**src/hw/rtl/qenc_pkg.sv**
```systemverilog
// Shared types and constants for the quadrature encoder counter unit.
// Has no dependencies. It is used by qenc_div and quadrature_encoder_counter_unit.
`default_nettype none

package qenc_pkg;

   // Width of the raw transition count.
   localparam int CountWidth = 24;
   // Width of the steps-per-detent register and of the divisor.
   localparam int StepsWidth = 5;
   // Width of a 16-bit detent value times the steps factor.
   localparam int ProdWidth  = 22;
   // Width that holds both a stepped count and a product without overflow.
   localparam int WorkWidth  = (CountWidth + 1 > ProdWidth) ? CountWidth + 1 : ProdWidth;

   // Item opcodes, carried on the request tuser.
   typedef enum logic [1:0] {
      OP_PIN  = 2'd0,
      OP_SET  = 2'd1,
      OP_READ = 2'd2,
      OP_NONE = 2'd3
   } opcode_type;

   // Configuration register indexes (byte address is four times the index).
   typedef enum logic [2:0] {
      REG_STEPS  = 3'd0,
      REG_MIN    = 3'd1,
      REG_MAX    = 3'd2,
      REG_WRAP   = 3'd3,
      REG_COEF   = 3'd4,
      REG_ENABLE = 3'd5
   } reg_index_type;

   // Step directions as 2-bit signed codes.
   localparam logic signed [1:0] DirNone = 2'sb00;
   localparam logic signed [1:0] DirUp   = 2'sb01;
   localparam logic signed [1:0] DirDown = 2'sb11;

   // Quadrature transition table, indexed by {previous B, previous A, B, A}.
   localparam logic signed [1:0] StepTable [16] = '{
      DirNone, DirDown, DirUp,   DirNone,
      DirUp,   DirNone, DirNone, DirDown,
      DirDown, DirNone, DirNone, DirUp,
      DirNone, DirUp,   DirDown, DirNone
   };

   // Result of the serial divider.
   typedef struct packed {
      logic                  done;
      logic [CountWidth-1:0] quotient;
      logic [StepsWidth-1:0] remainder;
   } div_result_type;

endpackage

`default_nettype wire

```
**src/hw/rtl/qenc_div.sv**
```systemverilog
// Bit-serial restoring divider for the count magnitude by the steps factor.
// Depends on qenc_pkg for widths and the result struct.
`default_nettype none

module qenc_div
   import qenc_pkg::*;
(
   input  wire logic                  clock,
   input  wire logic                  reset,
   input  wire logic                  start,
   input  wire logic [CountWidth-1:0] dividend,
   input  wire logic [StepsWidth-1:0] divisor,
   output div_result_type             result
);

   localparam int CntBits = $clog2(CountWidth);

   logic [CountWidth-1:0] acc_ff, acc_in;
   logic [StepsWidth-1:0] rem_ff, rem_in;
   logic [CntBits-1:0]    cnt_ff, cnt_in;
   logic                  busy_ff, busy_in;
   logic                  done_ff, done_in;
   logic [StepsWidth:0]   trial;
   logic [StepsWidth:0]   diff;
   logic                  fits;

   // One quotient bit per cycle: shift the next dividend bit into the remainder.
   always_comb begin
      trial   = {rem_ff, acc_ff[CountWidth-1]};
      diff    = trial - {1'b0, divisor};
      fits    = trial >= {1'b0, divisor};
      acc_in  = acc_ff;
      rem_in  = rem_ff;
      cnt_in  = cnt_ff;
      busy_in = busy_ff;
      done_in = 1'b0;
      if (start) begin
         acc_in  = dividend;
         rem_in  = '0;
         cnt_in  = '0;
         busy_in = 1'b1;
      end else if (busy_ff) begin
         acc_in = {acc_ff[CountWidth-2:0], fits};
         rem_in = fits ? diff[StepsWidth-1:0] : trial[StepsWidth-1:0];
         cnt_in = cnt_ff + 1'b1;
         if (cnt_ff == CntBits'(CountWidth - 1)) begin
            busy_in = 1'b0;
            done_in = 1'b1;
         end
      end
   end

   always_ff @(posedge clock) begin
      acc_ff <= acc_in;
      rem_ff <= rem_in;
      cnt_ff <= cnt_in;
      if (reset) begin
         busy_ff <= 1'b0;
         done_ff <= 1'b0;
      end else begin
         busy_ff <= busy_in;
         done_ff <= done_in;
      end
   end

   assign result.done      = done_ff;
   assign result.quotient  = acc_ff;
   assign result.remainder = rem_ff;

endmodule

`default_nettype wire

```
**src/hw/rtl/quadrature_encoder_counter_unit.sv**
```systemverilog
// Top level of the quadrature encoder counter: APB register file, item sequencer.
// Depends on qenc_pkg and on the serial divider qenc_div.
//
// The unit takes one request beat at a time and returns one response beat for it.
// Every item waits on the bit-serial divider, which works through the 24-bit count
// magnitude one bit at a time; a pin sample that moves the count divides twice,
// once to find whether the step crosses a detent boundary and once to report the
// new position. A new request is taken as soon as the previous response sits in
// the output register, even while that response still waits for the consumer.
// Configuration registers are read back at any time and are to be written over the
// APB port only while the unit is idle; the unit itself does not enforce this.
`default_nettype none

module quadrature_encoder_counter_unit
   import qenc_pkg::*;
(
   input  wire logic        clock,
   input  wire logic        reset,
   // Request stream
   input  wire logic        req_tvalid,
   output logic             req_tready,
   // [0] pin_a, [1] pin_b, [33:2] time_ms, [49:34] new_value, [55:50] zero
   input  wire logic [55:0] req_tdata,
   // [1:0] opcode
   input  wire logic [1:0]  req_tuser,
   // Response stream
   output logic             rsp_tvalid,
   input  wire logic        rsp_tready,
   // [15:0] position, [17:16] change, [23:18] zero
   output logic [23:0]      rsp_tdata,
   // Configuration port
   input  wire logic        csr_psel,
   input  wire logic        csr_penable,
   input  wire logic        csr_pwrite,
   input  wire logic [4:0]  csr_paddr,
   input  wire logic [31:0] csr_pwdata,
   output logic [31:0]      csr_prdata,
   output logic             csr_pready
);

   localparam logic [31:0] AccelWindow = 32'd200;
   localparam logic [7:0]  AccelFloor  = 8'd4;
   localparam logic signed [WorkWidth-1:0] CountMax =
      WorkWidth'((64'sd1 <<< (CountWidth - 1)) - 64'sd1);
   localparam logic signed [WorkWidth-1:0] CountMin = -CountMax - WorkWidth'(1);

   typedef enum logic [3:0] {
      S_IDLE,
      S_LIM_LO,
      S_LIM_HI,
      S_MUL_SET,
      S_PRE_GO,
      S_PRE_WAIT,
      S_STEP,
      S_APPLY,
      S_OUT_GO,
      S_OUT_WAIT,
      S_FINISH
   } state_type;

   // Saturate a work-width value to the signed count range.
   function automatic logic signed [CountWidth-1:0] sat_count(
      input logic signed [WorkWidth-1:0] x
   );
      logic signed [WorkWidth-1:0] y;
      y = x;
      if (x > CountMax) y = CountMax;
      if (x < CountMin) y = CountMin;
      return y[CountWidth-1:0];
   endfunction

   // ------------------------------------------------------------------
   // Configuration registers
   // ------------------------------------------------------------------
   logic [StepsWidth-1:0] cfg_steps_ff;
   logic signed [15:0]    cfg_min_ff;
   logic signed [15:0]    cfg_max_ff;
   logic                  cfg_wrap_ff;
   logic [11:0]           cfg_coef_ff;
   logic                  cfg_enabled_ff;
   logic                  csr_write;
   reg_index_type         csr_index;

   assign csr_pready = 1'b1;
   assign csr_write  = csr_psel && csr_penable && csr_pwrite && csr_pready;
   assign csr_index  = reg_index_type'(csr_paddr[4:2]);

   always_ff @(posedge clock) begin
      if (reset) begin
         cfg_steps_ff   <= StepsWidth'(4);
         cfg_min_ff     <= -16'sd32768;
         cfg_max_ff     <= 16'sd32767;
         cfg_wrap_ff    <= 1'b0;
         cfg_coef_ff    <= '0;
         cfg_enabled_ff <= 1'b0;
      end else if (csr_write) begin
         case (csr_index)
            REG_STEPS:  cfg_steps_ff   <= csr_pwdata[StepsWidth-1:0];
            REG_MIN:    cfg_min_ff     <= csr_pwdata[15:0];
            REG_MAX:    cfg_max_ff     <= csr_pwdata[15:0];
            REG_WRAP:   cfg_wrap_ff    <= csr_pwdata[0];
            REG_COEF:   cfg_coef_ff    <= csr_pwdata[11:0];
            REG_ENABLE: cfg_enabled_ff <= csr_pwdata[0];
            default: ;
         endcase
      end
   end

   // Register read-back.
   always_comb begin
      case (csr_index)
         REG_STEPS:  csr_prdata = {{(32 - StepsWidth){1'b0}}, cfg_steps_ff};
         REG_MIN:    csr_prdata = 32'(cfg_min_ff);
         REG_MAX:    csr_prdata = 32'(cfg_max_ff);
         REG_WRAP:   csr_prdata = {31'b0, cfg_wrap_ff};
         REG_COEF:   csr_prdata = {20'b0, cfg_coef_ff};
         REG_ENABLE: csr_prdata = {31'b0, cfg_enabled_ff};
         default:    csr_prdata = '0;
      endcase
   end

   // Steps factor used by the arithmetic: zero acts as one, above 16 as 16.
   logic [StepsWidth-1:0] steps_eff;
   always_comb begin
      steps_eff = cfg_steps_ff;
      if (cfg_steps_ff == '0) steps_eff = StepsWidth'(1);
      if (cfg_steps_ff > StepsWidth'(16)) steps_eff = StepsWidth'(16);
   end

   // ------------------------------------------------------------------
   // Sequencer state and item registers
   // ------------------------------------------------------------------
   state_type                    state_ff, state_in;
   opcode_type                   op_ff, op_in;
   logic [31:0]                  time_ff, time_in;
   logic signed [15:0]           nv_ff, nv_in;
   logic signed [1:0]            dir_ff, dir_in;
   logic [1:0]                   prev_ff, prev_in;
   logic signed [CountWidth-1:0] raw_ff, raw_in;
   logic signed [15:0]           last_read_ff, last_read_in;
   logic [31:0]                  last_time_ff, last_time_in;
   logic signed [1:0]            last_dir_ff, last_dir_in;
   logic signed [CountWidth-1:0] lo_ff, lo_in;
   logic signed [CountWidth-1:0] hi_ff, hi_in;
   logic signed [WorkWidth-1:0]  v_ff, v_in;
   logic                         rsp_valid_ff, rsp_valid_in;
   logic signed [15:0]           rsp_pos_ff, rsp_pos_in;
   logic signed [1:0]            rsp_chg_ff, rsp_chg_in;

   // Shared multiplier: bound or new value times the steps factor.
   logic signed [ProdWidth-1:0] mul_a;
   logic signed [ProdWidth-1:0] mul_b;
   logic signed [ProdWidth-1:0] prod;

   always_comb begin
      case (state_ff)
         S_LIM_LO: mul_a = ProdWidth'(cfg_min_ff);
         S_LIM_HI: mul_a = ProdWidth'(cfg_max_ff);
         default:  mul_a = ProdWidth'(nv_ff);
      endcase
      mul_b = ProdWidth'($signed({1'b0, steps_eff}));
      prod  = mul_a * mul_b;
   end

   // Serial divider on the count magnitude.
   logic                  div_start;
   logic [CountWidth-1:0] raw_mag;
   div_result_type        div_res;

   assign div_start = (state_ff == S_PRE_GO) || (state_ff == S_OUT_GO);
   assign raw_mag   = raw_ff[CountWidth-1] ? CountWidth'(-raw_ff) : CountWidth'(raw_ff);

   qenc_div u_div (
      .clock    (clock),
      .reset    (reset),
      .start    (div_start),
      .dividend (raw_mag),
      .divisor  (steps_eff),
      .result   (div_res)
   );

   // Boundary crossing: a step away from zero crosses when the remainder is
   // one short of the steps factor, a step toward zero when the remainder is zero.
   logic        raw_zero;
   logic        raw_neg;
   logic        dir_up;
   logic        away;
   logic        crossing;
   logic [31:0] dt;
   logic [7:0]  dt_floor;
   logic        accel_hit;

   always_comb begin
      raw_zero  = raw_ff == '0;
      raw_neg   = raw_ff[CountWidth-1];
      dir_up    = dir_ff == DirUp;
      away      = raw_zero || (raw_neg != dir_up);
      crossing  = away ? (div_res.remainder == steps_eff - 1'b1)
                       : (div_res.remainder == '0);
      dt        = time_ff - last_time_ff;
      dt_floor  = (dt < 32'(AccelFloor)) ? AccelFloor : dt[7:0];
      accel_hit = (dir_ff == last_dir_ff) && (dt < AccelWindow)
                  && (cfg_coef_ff >= {4'b0, dt_floor});
   end

   // Clamp or wrap the stepped value against the raw bounds.
   logic signed [WorkWidth-1:0] lim_v;
   always_comb begin
      lim_v = v_ff;
      if (lim_v > WorkWidth'(hi_ff)) lim_v = cfg_wrap_ff ? WorkWidth'(lo_ff) : WorkWidth'(hi_ff);
      if (lim_v < WorkWidth'(lo_ff)) lim_v = cfg_wrap_ff ? WorkWidth'(hi_ff) : WorkWidth'(lo_ff);
   end

   // Detent value from the quotient, saturated to 16 bits, and the read change.
   logic signed [15:0] detent;
   logic signed [16:0] read_diff;
   logic signed [1:0]  read_chg;

   always_comb begin
      if (raw_neg) begin
         detent = (div_res.quotient > CountWidth'(32768)) ? -16'sd32768
                  : 16'(-div_res.quotient);
      end else begin
         detent = (div_res.quotient > CountWidth'(32767)) ? 16'sd32767
                  : div_res.quotient[15:0];
      end
      read_diff = 17'(detent) - 17'(last_read_ff);
      if (read_diff > 17'sd1) read_chg = 2'sb01;
      else if (read_diff < -17'sd1) read_chg = 2'sb11;
      else read_chg = read_diff[1:0];
   end

   // Next-state logic.
   logic signed [1:0]           pin_dir;
   logic signed [2:0]           step_delta;
   logic                        slot_free;

   always_comb begin
      pin_dir      = StepTable[{prev_ff, req_tdata[1], req_tdata[0]}];
      slot_free    = !rsp_valid_ff || rsp_tready;
      step_delta   = 3'(dir_ff);
      state_in     = state_ff;
      op_in        = op_ff;
      time_in      = time_ff;
      nv_in        = nv_ff;
      dir_in       = dir_ff;
      prev_in      = prev_ff;
      raw_in       = raw_ff;
      last_read_in = last_read_ff;
      last_time_in = last_time_ff;
      last_dir_in  = last_dir_ff;
      lo_in        = lo_ff;
      hi_in        = hi_ff;
      v_in         = v_ff;
      rsp_valid_in = rsp_valid_ff && !rsp_tready;
      rsp_pos_in   = rsp_pos_ff;
      rsp_chg_in   = rsp_chg_ff;

      case (state_ff)
         S_IDLE: begin
            if (req_tvalid) begin
               op_in    = opcode_type'(req_tuser);
               time_in  = req_tdata[33:2];
               nv_in    = req_tdata[49:34];
               dir_in   = pin_dir;
               state_in = S_OUT_GO;
               case (opcode_type'(req_tuser))
                  OP_PIN: begin
                     if (cfg_enabled_ff) begin
                        prev_in = req_tdata[1:0] ;
                        if (pin_dir != DirNone) state_in = S_LIM_LO;
                     end
                  end
                  OP_SET:  state_in = S_LIM_LO;
                  default: state_in = S_OUT_GO;
               endcase
            end
         end
         S_LIM_LO: begin
            lo_in    = sat_count(WorkWidth'(prod));
            state_in = S_LIM_HI;
         end
         S_LIM_HI: begin
            hi_in    = sat_count(WorkWidth'(prod));
            state_in = (op_ff == OP_SET) ? S_MUL_SET : S_PRE_GO;
         end
         S_MUL_SET: begin
            v_in         = WorkWidth'(prod);
            last_read_in = nv_ff;
            state_in     = S_APPLY;
         end
         S_PRE_GO: state_in = S_PRE_WAIT;
         S_PRE_WAIT: begin
            if (div_res.done) state_in = S_STEP;
         end
         S_STEP: begin
            if (crossing && (cfg_coef_ff > 12'd1)) begin
               if (accel_hit) step_delta = 3'(dir_ff) + 3'(dir_ff);
               last_time_in = time_ff;
               last_dir_in  = dir_ff;
            end
            v_in     = WorkWidth'(raw_ff) + WorkWidth'(step_delta);
            state_in = S_APPLY;
         end
         S_APPLY: begin
            raw_in   = lim_v[CountWidth-1:0];
            state_in = S_OUT_GO;
         end
         S_OUT_GO: state_in = S_OUT_WAIT;
         S_OUT_WAIT: begin
            if (div_res.done) state_in = S_FINISH;
         end
         S_FINISH: begin
            if (slot_free) begin
               rsp_valid_in = 1'b1;
               rsp_pos_in   = detent;
               rsp_chg_in   = 2'sb00;
               if (op_ff == OP_READ) begin
                  rsp_chg_in   = read_chg;
                  last_read_in = detent;
               end
               state_in = S_IDLE;
            end
         end
         default: state_in = S_IDLE;
      endcase
   end

   // State, count state and registered response.
   always_ff @(posedge clock) begin
      op_ff      <= op_in;
      time_ff    <= time_in;
      nv_ff      <= nv_in;
      dir_ff     <= dir_in;
      lo_ff      <= lo_in;
      hi_ff      <= hi_in;
      v_ff       <= v_in;
      rsp_pos_ff <= rsp_pos_in;
      rsp_chg_ff <= rsp_chg_in;
      if (reset) begin
         state_ff     <= S_IDLE;
         prev_ff      <= '0;
         raw_ff       <= '0;
         last_read_ff <= '0;
         last_time_ff <= '0;
         last_dir_ff  <= DirNone;
         rsp_valid_ff <= 1'b0;
      end else begin
         state_ff     <= state_in;
         prev_ff      <= prev_in;
         raw_ff       <= raw_in;
         last_read_ff <= last_read_in;
         last_time_ff <= last_time_in;
         last_dir_ff  <= last_dir_in;
         rsp_valid_ff <= rsp_valid_in;
      end
   end

   assign req_tready = state_ff == S_IDLE;
   assign rsp_tvalid = rsp_valid_ff;
   assign rsp_tdata  = {6'b0, rsp_chg_ff, rsp_pos_ff};

endmodule

`default_nettype wire

```
**config.mk**
```make
export PLATFORM = sky130hd
export DESIGN_NAME = quadrature_encoder_counter_unit
export DESIGN_NICKNAME = d
export VERILOG_FILES = /design/src/hw/rtl/qenc_pkg.sv /design/src/hw/rtl/qenc_div.sv /design/src/hw/rtl/quadrature_encoder_counter_unit.sv
export SDC_FILE = /design/constraint.sdc
export NUM_CORES = 1
export LEC_CHECK = 0
export ABC_AREA = 0
export BUFFER_PORTS_ARGS = -buffer_cell sky130_fd_sc_hd__buf_2
export CORE_AREA = 2 2 298 241
export DETAILED_ROUTE_END_ITERATION = 8
export DIE_AREA = 0 0 300 243
export GPL_TIMING_DRIVEN = 1
export SLEW_MARGIN = 20
export SYNTH_ARGS = -nofsm -noshare
export SYNTH_HDL_FRONTEND = slang
export SYNTH_SLANG_ARGS = --single-unit
```
**constraint.sdc**
```tcl
create_clock -name clock -period 11.3 [get_ports clock]
set_clock_uncertainty 0.05 [all_clocks]
set_input_delay 2.26 -clock clock [delete_from_list [all_inputs] [get_ports clock]]
set_output_delay 2.26 -clock clock [all_outputs]
set_load 0.05 [all_outputs]
```
==> results of run 1 <==
how the worst max path moves through the flow:
stage / from / to / slack, ns / cells after the start
after global placement: time_ff[0] / v_ff[22] / 1.91 / 37
after global routing: time_ff[0] / v_ff[22] / 1.02 / 37
after floorplan: time_ff[0] / v_ff[22] / 3.85 / 37
final: time_ff[0] / v_ff[22] / 1.50 / 37
after CTS: time_ff[0] / v_ff[22] / 1.77 / 37
after detailed placement: time_ff[0] / v_ff[22] / 1.85 / 37
metrics by stage:
stage          instance area, um^2  setup WS (ns)
3_3_place_gp                 23560          1.909
6_report                     24710          1.499
2_1_floorplan                22180          3.855
4_1_cts                      24700          1.766
5_1_grt                      24710          1.017
3_5_place_dp                 23570          1.852
power by group through the flow:
stage               logic (mW)  registers (mW)  clock network, mW
finish                    1.75            1.65               1.15
global route              1.98            1.67               1.22
CTS                       1.74            1.65               1.18
detailed placement        1.73            1.67                  0
global placement          1.71            1.67                  0
floorplan                 1.33            1.59                  0
cells in the mapped netlist, drive strengths merged (4+ instances only):
cell type	number	area (um^2)
o2111ai	5	43.79
xor2	43	376.6
nor2	257	972.2
o21bai	14	105.1
o41ai	10	87.58
a211o	23	201.4
a22oi	26	195.2
nor2b	40	250.2
ha	182	2277
nand2	308	1156
a2111oi	10	112.6
a31oi	14	93.84
a311oi	7	61.31
and3	11	68.82
or4	10	82.58
or3	14	87.58
clkbuf	86	334.1
inv	182	683.2
nor4b	4	35.03
buf	40	279.0
mux2	7	78.82
edfxtp	165	4955
nor3	52	265.3
o22ai	16	100.1
o31ai	13	107.6
o21a	16	120.1
nand3b	4	30.03
and2	14	88.84
fa	53	1061
nand2b	29	181.4
nor4	20	137.6
nand3	40	205.2
a22o	6	52.55
xnor2	51	446.7
a21oi	201	1021
a211oi	25	192.7
a21o	29	221.5
dfxtp	144	2883
nand4	15	93.84
o21ai	144	720.7
mux2i	89	890.9
o211ai	57	427.9
kinds of logic after synthesis:
family                     Yosys count
buffers and inverters              309
DFF                                309
xor gates and xnor gates            94
other                                2
adders and majority gates          235
and+or+nand+nor                    831
muxes                               97
AOI/OAI and AO/OA                  642
registers in the layout, indices dropped and copies added, names as in the netlist, 2 cells and up:
signal	count
cfg_coef_ff	12
cfg_max_ff	16
cfg_min_ff	16
cfg_steps_ff	5
dir_ff	2
hi_ff	23
last_dir_ff	2
last_read_ff	16
last_time_ff	32
lo_ff	23
nv_ff	16
op_ff	2
prev_ff	2
raw_ff	24
rsp_chg_ff	2
rsp_pos_ff	16
state_ff	4
time_ff	32
u_div.acc_ff	24
u_div.cnt_ff	5
u_div.rem_ff	5
v_ff	25
layout by cell type (no fill, tap or decap), drive strengths merged, types with 57 or more instances in the layout:
master / instances
inv: 184
nand2: 308
a21oi: 201
nor2: 257
o21ai: 144
buf: 149
o211ai: 57
ha: 182
edfxtp: 165
mux2i: 89
dfxtp: 144
worst max-delay path: cells and delay by family, from the launching register on:
kind | cells | cell delay, ns
flops | 1 | 0.38
mux | 1 | 0.16
fa+ha+maj | 5 | 1.48
compound gates | 17 | 4.84
buf+inv | 2 | 0.12
simple gates | 12 | 2.57
layer usage:
layer,wire length (um),track usage,vias up,part of all wire
met1,31390,0.2559,8498,0.52
met3,4695,0.03509,54,0.078
met4,897,0.03691,0,0.015
met2,23590,0.2229,508,0.39
met5,0,0,-,0
li1,-,-,9085,-
final cells by class:
cell class              count  area (um^2)
flip-flops and latches    309         7839
inverters                 183        686.9
clock inverters            12        141.4
fillers                  7247        45170
multi-input cells        1906        13080
diodes                      1        2.502
well taps                 934         1169
repair buffers            149        798.3
clock buffers              49        989.7
==> metrics.md, run 1 <==
| Metric | Value |
|---|---|
| Status | completed |
| Final setup viols | 0 |
| Max Buffers Root-to-Sink | 3 |
| Worst Path Arrival | ~10 ns |
| Max_slew headroom | 0.1228 |
| Overflow after GRT | 0 |
| Pleak | 9.811 nW |
| Startpoint Class | flop |
| Ports | 161 |
| RSZ-0062 raised after global routing | no |
| First-pass GRT wire length | 94650 um |
| Max VDD drop | slightly above 0.0001 V |
| Reg2reg end | v_ff[22] |
| Internal power | 2.755 mW |
| Routed wire per std cell | roughly 17 um |
| Worst-path clk slew | 0.06 ns |
| Fin. Hold Viols | 0 |
| Placed cells | 3481 |
| Largest family of logic cells by synthesized area | compound AO/OA/AOI/OAI gates |
| Rows | between 80 and 90 |
| Critical Path RT | 11.60 ns |
| Measured slew at the worst slew-check pin | between 1 and 1.5 ns |
| CP Capture Type | flop |
| Tmin final | 9.801 ns |
| Final WL | 60580 um |
| HPWL after detailed placement | approximately 46000 um |
| Clock Power Share | 0.252 |
| Hold wc startpoint | cfg_min_ff[14] |
| Core area | between 60000 and 70000 um^2 |
| Min-Delay Endpoint | cfg_min_ff[14] |
| Flop pwr share | 0.363 |
| Cell count after synthesis | 2519 |
| Max Fclk | 102.0 MHz |
| Final non-filler cell total | 3543 |
| Setup bufs post-CTS | 0 |
| Top_reg_cell synth | edfxtp_1 |
| Post-CTS sizing | 0 |
| Number of detailed-route iterations in the first pass | 5 |
| Antenna viol nets, final | 0 |
| Final Power | 4.549 mW |
| WHS | 0.4228 ns |
| CP max FO | 4 |
| Final core utilization | 0.3536 |
| Synth cell types | 87 |
| Initial Util | 0.3171 |
| FF-to-FF path depth | 37 |
| Post-synthesis sequential area ratio | 0.3537 |
| CTS buffer count | 34 |
| Largest net degree at the start of global routing | between 70 and 80 |
| Syn_area_per_cell | 8.798 um^2 |
| Die Height | 243 um |
| Syn. warnings | 0 |
| Clock tree from TritonCTS | yes |
| Cts hold-fix bufs | 0 |
| NumNets Final | 2920 |
| Synth async-reset ratio | 0 |
| Setup CP Type | reg -> reg |
| Layout cells sized above 1 | 0.09241 |
| Gp weighted congestion | 0.9113 |
| CP peak stage delay | roughly 1.1 ns |
| Slew Viols, Final | 0 |
| Synthesized flop and latch total | 309 |
| PortBufs | 129 |
| Initial antenna violation count | 2 |
| Mapped cell area | 22160 um^2 |
| Simple-gate share of the synthesized area | 0.1696 |
| Root Driver | clkbuf_16 |
| Die X | 300 um |
| Post-synth EDFFs | 165 |
| Mux share of post-synthesis cell area | 0.04477 |
| Vias/cell | 5.121 |
| Flop2flop setup slack | 1.50 ns |
| Worst min path class | reg -> reg |
| H-tree levels | 2 |
| Synth Area in Adders | 0.1506 |
| GRT Resource Usage Total | 0.1632 |
| Combinational power share | 0.384 |
| Net Sw Frac | 0.3944 |
| P&R area growth vs syn | 11.50% |
| Slowest-stage cell, CP | a2111oi_0 |
| Final Cycle Share | 0.8673 |
| Worst path most repeated cell | o21ai_0 |
| Max-Cap Viols | 0 |
| DR vias | approximately 18000 |
| DRC Markers | 0 |
| PD cells | around 180 nW/um^2 |
| Vias in the first global route | about 17000 |
| Die Footprint | 72900 um^2 |
| CTS Sinks | a little over 300 |
| Setup TNS | 0 ns |
| Psw | about 1.8 mW |
| Worst hold stages | 2 |
| XOR/XNOR share of the synthesized area | 0.03715 |
| Worst R2R Start | time_ff[0] |
| Synth Area in Compound Gates | 0.1852 |
| Starting DRT DRC Count | 1377 |
| Insertion delay to the later sink of the worst-skew pair | 0.55 ns |
Power figures use the tool's default switching activity.
==> run 2, diff against run 1 <==
- RECOVER_POWER: not set -> 100
==> metrics.md, run 2 (same netlist as run 1, synthesis figures left out) <==
| Metric | Value |
|---|---|
| Max_slew headroom | -1.213 (-1.336) |
| CP max FO | 4 (unchanged) |
| Failing checks | max-capacitance violations, max-slew violations |
| Number of detailed-route iterations in the first pass | 5 (unchanged) |
| Gp weighted congestion | 0.9113 (unchanged) |
| Root Driver | clkbuf_16 |
| GRT Resource Usage Total | 0.1632 (unchanged) |
| Routed wire per std cell | 17.12 um (+0.11%) |
| RSZ-0062 raised after global routing | no |
| Initial antenna violation count | 2 (unchanged) |
| Status | complete, but fails checks |
| Slew Viols, Final | 379 (+379) |
| Die X | 300 um (unchanged) |
| Insertion delay to the later sink of the worst-skew pair | 0.55 ns (about the same) |
| Final Cycle Share | 0.8986 (+0.03127) |
| Tmin final | 10.15 ns (+0.3533 ns) |
| End of the critical path | v_ff[22] |
| Worst R2R Start | time_ff[0] |
| Post-CTS sizing | 0 (unchanged) |
| Layout cells sized above 1 | 0.05905 (-0.03336) |
| Crit path depth | 37 (unchanged) |
| Final non-filler cell total | 3543 (unchanged) |
| Final setup viols | 0 (unchanged) |
| Core area | 69880 um^2 (unchanged) |
| Vias/cell | 5.129 (+0.14%) |
| CTS buffer count | 34 (unchanged) |
| Worst path most repeated cell | o21ai_0 |
| H-tree levels | 2 (unchanged) |
| Crit path buf inv count | 2 (unchanged) |
| CTS Sinks | 309 (unchanged) |
| Rows | 87 (unchanged) |
| Max Buffers Root-to-Sink | 3 (unchanged) |
| Startpoint Class | flop |
| DR vias | 18171 (+0.14%) |
| Flop2flop setup slack | 1.15 ns (-0.35 ns) |
| PortBufs | 129 (unchanged) |
| Biggest regs | last_time_ff: 32 flops, time_ff: 32 flops, v_ff: 25 flops |
| DRC Markers | 0 (unchanged) |
| FF-to-FF path depth | 37 (unchanged) |
| Starting DRT DRC Count | 1391 (+1.0%) |
| Initial Util | 0.3171 (unchanged) |
| Setup CP Type | reg -> reg |
| Commonest non-fill, non-tap cell in the layout | nand2_1 |
| Max-Cap Viols | 8 (+8) |
| Worst min path class | reg -> reg |
| Antenna viol nets, final | 0 (unchanged) |
| Final-layout fill cell count | 7306 (+0.81%) |
| Clock tree from TritonCTS | yes |
| Max VDD drop | 0.0001027 V (-1.2%) |
| PD cells | 185.0 nW/um^2 (+0.48%) |
| NumNets Final | 2920 (unchanged) |
| Placed cells | 3481 (unchanged) |
| P&R area growth vs syn | 10.82% |
| Measured slew at the worst slew-check pin | 3.320 ns (+2.038 ns) |
| Largest net degree at the start of global routing | 72 (unchanged) |
| Ports | 161 (unchanged) |
| Worst-path clk slew | 0.06 ns (about the same) |
| Reg2reg end | v_ff[22] |
| Fin. Hold Viols | 0 (unchanged) |
| Setup TNS | 0 ns (unchanged) |
| Setup bufs post-CTS | 0 (unchanged) |
| Die Height | 243 um (unchanged) |
| Overflow after GRT | 0 (unchanged) |
| Pleak | 9.536 nW (-2.8%) |
| CP Capture Type | flop |
| Most frequent cells in the layout | nand2_1 (308), nor2_1 (255), a21oi_1 (199) |
| Final WL | 60640 um (+0.11%) |
| Cts hold-fix bufs | 0 (unchanged) |
| DP Area | 23570 um^2 (unchanged) |
| Post-route cell area | 24560 um^2 (-0.61%) |
| Slowest-stage cell, CP | a2111oi_0 |
| Final core utilization | 0.3514 (-0.002167) |
| Largest delay share family, worst path | compound AO/OA/AOI/OAI gates |
| Critical Path RT | 11.60 ns (about the same) |
| HPWL after detailed placement | 46020 um (unchanged) |
| Worst Path Arrival | 10.46 ns (+0.35 ns) |
| Worst Setup SP | time_ff[0] |
| Vias in the first global route | 16757 (unchanged) |
| CP peak stage delay | 1.17 ns (+0.06 ns) |
| Die Footprint | 72900 um^2 (unchanged) |
| Max Fclk | 98.48 MHz (-3.5%) |
| First-pass GRT wire length | 94650 um (unchanged) |
| WHS | 0.4229 ns (+0.00007200 ns) |
-- run 2: worst min-delay path by stage --
stage,from,end,depth (start not counted)
floorplan,last_read_ff[13],last_read_ff[13],2
global placement,cfg_min_ff[9],cfg_min_ff[9],2
detailed placement,cfg_min_ff[14],cfg_min_ff[14],2
CTS,cfg_min_ff[14],cfg_min_ff[14],2
global route,cfg_min_ff[13],cfg_min_ff[13],2
finish,cfg_min_ff[14],cfg_min_ff[14],2
-- run 2: area by class of cell --
cell class,instances,area [um^2],area share
clock inverters,12,141.4,0.005757
flip-flops and latches,309,7839,0.3192
inverters,183,686.9,0.02797
well taps,934,1169,0.04758
repair buffers,149,668.1,0.02721
diodes,1,2.502,0.0001019
clock buffers,49,989.7,0.04030
multi-input cells,1906,13060,0.5319
-- run 2: layer usage --
metal	routed length [um]	global-route usage	vias to the layer above	part of all wire
met2	23610	0.2229	531	0.39
met1	31570	0.2559	8511	0.52
met4	921	0.03691	0	0.015
li1	-	-	9074	-
met3	4543	0.03509	55	0.075
met5	0	0	-	0
-- run 2: worst register-to-register path: cells and delay by family, from the launching register on --
| kind | cells | cell delay (ns) |
|---|---|---|
| AO/OA/AOI/OAI | 17 | 5.15 |
| AND/OR/NAND/NOR | 12 | 2.63 |
| adder cells (fa/ha/maj) | 5 | 1.47 |
| flip-flops | 1 | 0.38 |
| multiplexers | 1 | 0.17 |
| buffers and inverters | 2 | 0.12 |
-- run 2: power breakdown --
part	leakage [nW]	internal [mW]	switching (mW)
clock	0.547	0.679	0.468
sequential	2.68	1.48	0.187
combinational	6.31	0.598	1.13
total	9.54	2.75	1.79
-- run 2: metrics by stage --
step	setup WS [ns]	total power, mW
floorplan	3.855	2.923
global placement	1.909	3.384
detailed placement	1.852	3.398
CTS	1.766	4.565
global route	0.7322	4.873
finish	1.146	4.543
==> run 3, diff against run 2 <==
- BUFFER_PORTS_ARGS: -buffer_cell sky130_fd_sc_hd__buf_2 -> -buffer_cell sky130_fd_sc_hd__clkbuf_2
- clock period: 11.3 -> 8.9 ns (I/O delays scaled with it)
==> metrics.md, run 3 (same netlist as run 1, synthesis figures left out) <==
| Metric | Value |
|---|---|
| CTS Sinks | 309 (unchanged) |
| Clock tree from TritonCTS | yes |
| Slowest-stage cell, CP | or4_4 |
| Critical Path RT | 9.14 ns (-2.46 ns) |
| GRT Resource Usage Total | 0.1643 (+0.001140) |
| Most frequent cells in the layout | nand2_1 (308), nor2_1 (256), a21oi_1 (198) |
| Placed cells | 3491 (+0.29%) |
| Max Fclk | 119.2 MHz (+21%) |
| Overflow after GRT | 0 (unchanged) |
| Routed wire per std cell | 17.26 um (+0.84%) |
| Storage cell area | 7839 um^2 (unchanged) |
| PD cells | 235.2 nW/um^2 (+27%) |
| Status | complete, but fails checks |
| Antenna cells | 0 (-1) |
| Post-route cell area | 24700 um^2 (+0.57%) |
| Core area | 69880 um^2 (unchanged) |
| Max_slew headroom | -1.249 (-0.03519) |
| Cts hold-fix bufs | 0 (unchanged) |
| Die X | 300 um (unchanged) |
| Fin worst setup slack | 0.5128 ns (-0.6329 ns) |
| Max VDD drop | 0.0001286 V (+25%) |
| Measured slew at the worst slew-check pin | 3.373 ns (+0.05279 ns) |
| P&R area growth vs syn | 11.45% |
| Clock Power Share | 0.254 (about the same) |
| Slew Viols, Final | 372 (-1.8%) |
| Antenna viol nets, final | 0 (unchanged) |
| Vias/cell | 5.132 (about the same) |
| Largest net degree at the start of global routing | 73 (+1.4%) |
| Final Power | 5.810 mW (+28%) |
| Root Driver | clkbuf_16 |
| HPWL after detailed placement | 46600 um (+1.3%) |
| Final-layout fill cell count | 7280 (-0.36%) |
| FF-to-FF path depth | 39 (+5.4%) |
| Tmin final | 8.387 ns (-1.767 ns) |
| Rows | 87 (unchanged) |
| Die Footprint | 72900 um^2 (unchanged) |
| CP Capture Type | flop |
| Final setup viols | 0 (unchanged) |
| Ports | 161 (unchanged) |
| Worst min path class | reg -> reg |
| Reg2reg end | v_ff[22] |
| H-tree levels | 2 (unchanged) |
| DR vias | 18250 (+0.43%) |
| First-pass GRT wire length | 95120 um (+0.50%) |
| Die Height | 243 um (unchanged) |
| Crit path buf inv count | 4 (+2) |
| RSZ-0062 raised after global routing | yes |
| WHS | 0.4267 ns (+0.003776 ns) |
| Final non-filler cell total | 3556 (+0.37%) |
| NumNets Final | 2933 (+0.45%) |
| Vias in the first global route | 16707 (-0.30%) |
| CTS buffer count | 35 (+2.9%) |
| Biggest regs | last_time_ff: 32 flops, time_ff: 32 flops, v_ff: 25 flops |
| DP Worst Slack | 0.3665 ns (-1.486 ns) |
| Worst path most repeated cell | o21ai_0 |
| Worst R2R Start | time_ff[0] |
| Footprint of the multi-input gates | 13100 um^2 (+0.27%) |
| Initial antenna violation count | 1 (-1) |
| DP Area | 23640 um^2 (+0.30%) |
| Hold wc startpoint | cfg_min_ff[13] |
| Insertion delay to the later sink of the worst-skew pair | 0.55 ns (about the same) |
| Max Buffers Root-to-Sink | 3 (unchanged) |
| Flop pwr share | 0.363 (-0.003) |
| Psw | 2.305 mW (+29%) |
| Failing checks | max-capacitance violations, max-slew violations |
| Initial Util | 0.3171 (unchanged) |
| Commonest non-fill, non-tap cell in the layout | nand2_1 |
| Worst Setup SP | time_ff[0] |
| Starting DRT DRC Count | 1364 (-1.9%) |
| Max-Cap Viols | 10 (+2) |
| Worst-path clk slew | 0.06 ns (about the same) |
| Layout cells sized above 1 | 0.06598 (+0.006931) |
| DRC Markers | 0 (unchanged) |
| Number of detailed-route iterations in the first pass | 5 (unchanged) |
| Pleak | 9.628 nW (+0.96%) |
| Setup CP Type | reg -> reg |
| Net Sw Frac | 0.3968 (+0.003010) |
| Gp weighted congestion | 0.9191 (+0.86%) |
| Final WL | 61370 um (+1.2%) |
| Min-Delay Endpoint | cfg_min_ff[13] |
| Worst Path Arrival | 8.63 ns (-1.83 ns) |
| Final Cycle Share | 0.9424 (+0.04377) |
| Startpoint Class | flop |
| Worst hold stages | 2 (unchanged) |
| CP max FO | 5 (+1) |
| PortBufs | 129 (unchanged) |
| Largest delay share family, worst path | compound AO/OA/AOI/OAI gates |
| CP peak stage delay | 0.46 ns (-0.71 ns) |
| Flop2flop setup slack | 0.51 ns (-0.63 ns) |
| Fin. Hold Viols | 0 (unchanged) |
| Combinational power share | 0.384 (+0.003) |
| Internal power | 3.505 mW (+27%) |
run 3: cell count changes in the layout (fill, tap and decap cells not counted), moves of 3 or more:
cell,before,now
buf_2,57,0
clkbuf_2,0,56
buf_4,10,24
clkinv_2,2,5
run 3: worst register-to-register path: cells and delay by family, from the launching register on:
| kind | cells | cell delay (ns) |
|---|---|---|
| buf+inv | 4 | 0.49 |
| xor+xnor | 1 | 0.16 |
| fa+ha+maj | 5 | 1.48 |
| mux | 1 | 0.17 |
| simple gates | 12 | 2.45 |
| flops | 1 | 0.39 |
| compound gates | 16 | 2.94 |
run 3: metrics by stage:
stage | utilization | TNS [ns]
finish | 0.3534 | 0
CTS | 0.3546 | 0
global placement | 0.3382 | 0
global route | 0.3534 | -0.04390
floorplan | - | 0
detailed placement | 0.3383 | 0
run 3: power groups by stage:
stage	combinational, mW	sequential (mW)	clock (mW)
final	2.23	2.11	1.47
after global routing	2.51	2.13	1.57
after CTS	2.22	2.09	1.52
after detailed placement	2.21	2.12	0
after global placement	2.19	2.12	0
after floorplan	1.69	2.02	0
run 3: cell type report:
class	count	area share
inverter	183	0.02781
timing repair buffer	161	0.03095
sequential	309	0.3174
clock inverter	12	0.004559
clock buffer	51	0.04169
multi-input combinational	1906	0.5303
tap	934	0.04732
run 3: repair_timing:
item / 4_1_cts / 5_1_grt
setup endpoints to repair: 0 / 10
gates resized for setup: 0 / 9
setup buffers: 0 / 2
run 3: worst max path at each step:
| stage | end | slack, ns | cells past startpoint |
|---|---|---|---|
| after global routing | v_ff[22] | -0.04 | 39 |
| after CTS | v_ff[22] | 0.29 | 39 |
| final | v_ff[22] | 0.51 | 39 |
| after detailed placement | v_ff[22] | 0.37 | 39 |
| after floorplan | v_ff[22] | 1.45 | 37 |
| after global placement | v_ff[22] | 0.33 | 39 |
run 3: routing by layer:
metal  track usage  share of wire
met3       0.03929          0.084
met4       0.03029          0.012
met1        0.2565           0.51
met5             0              0
met2        0.2260           0.40
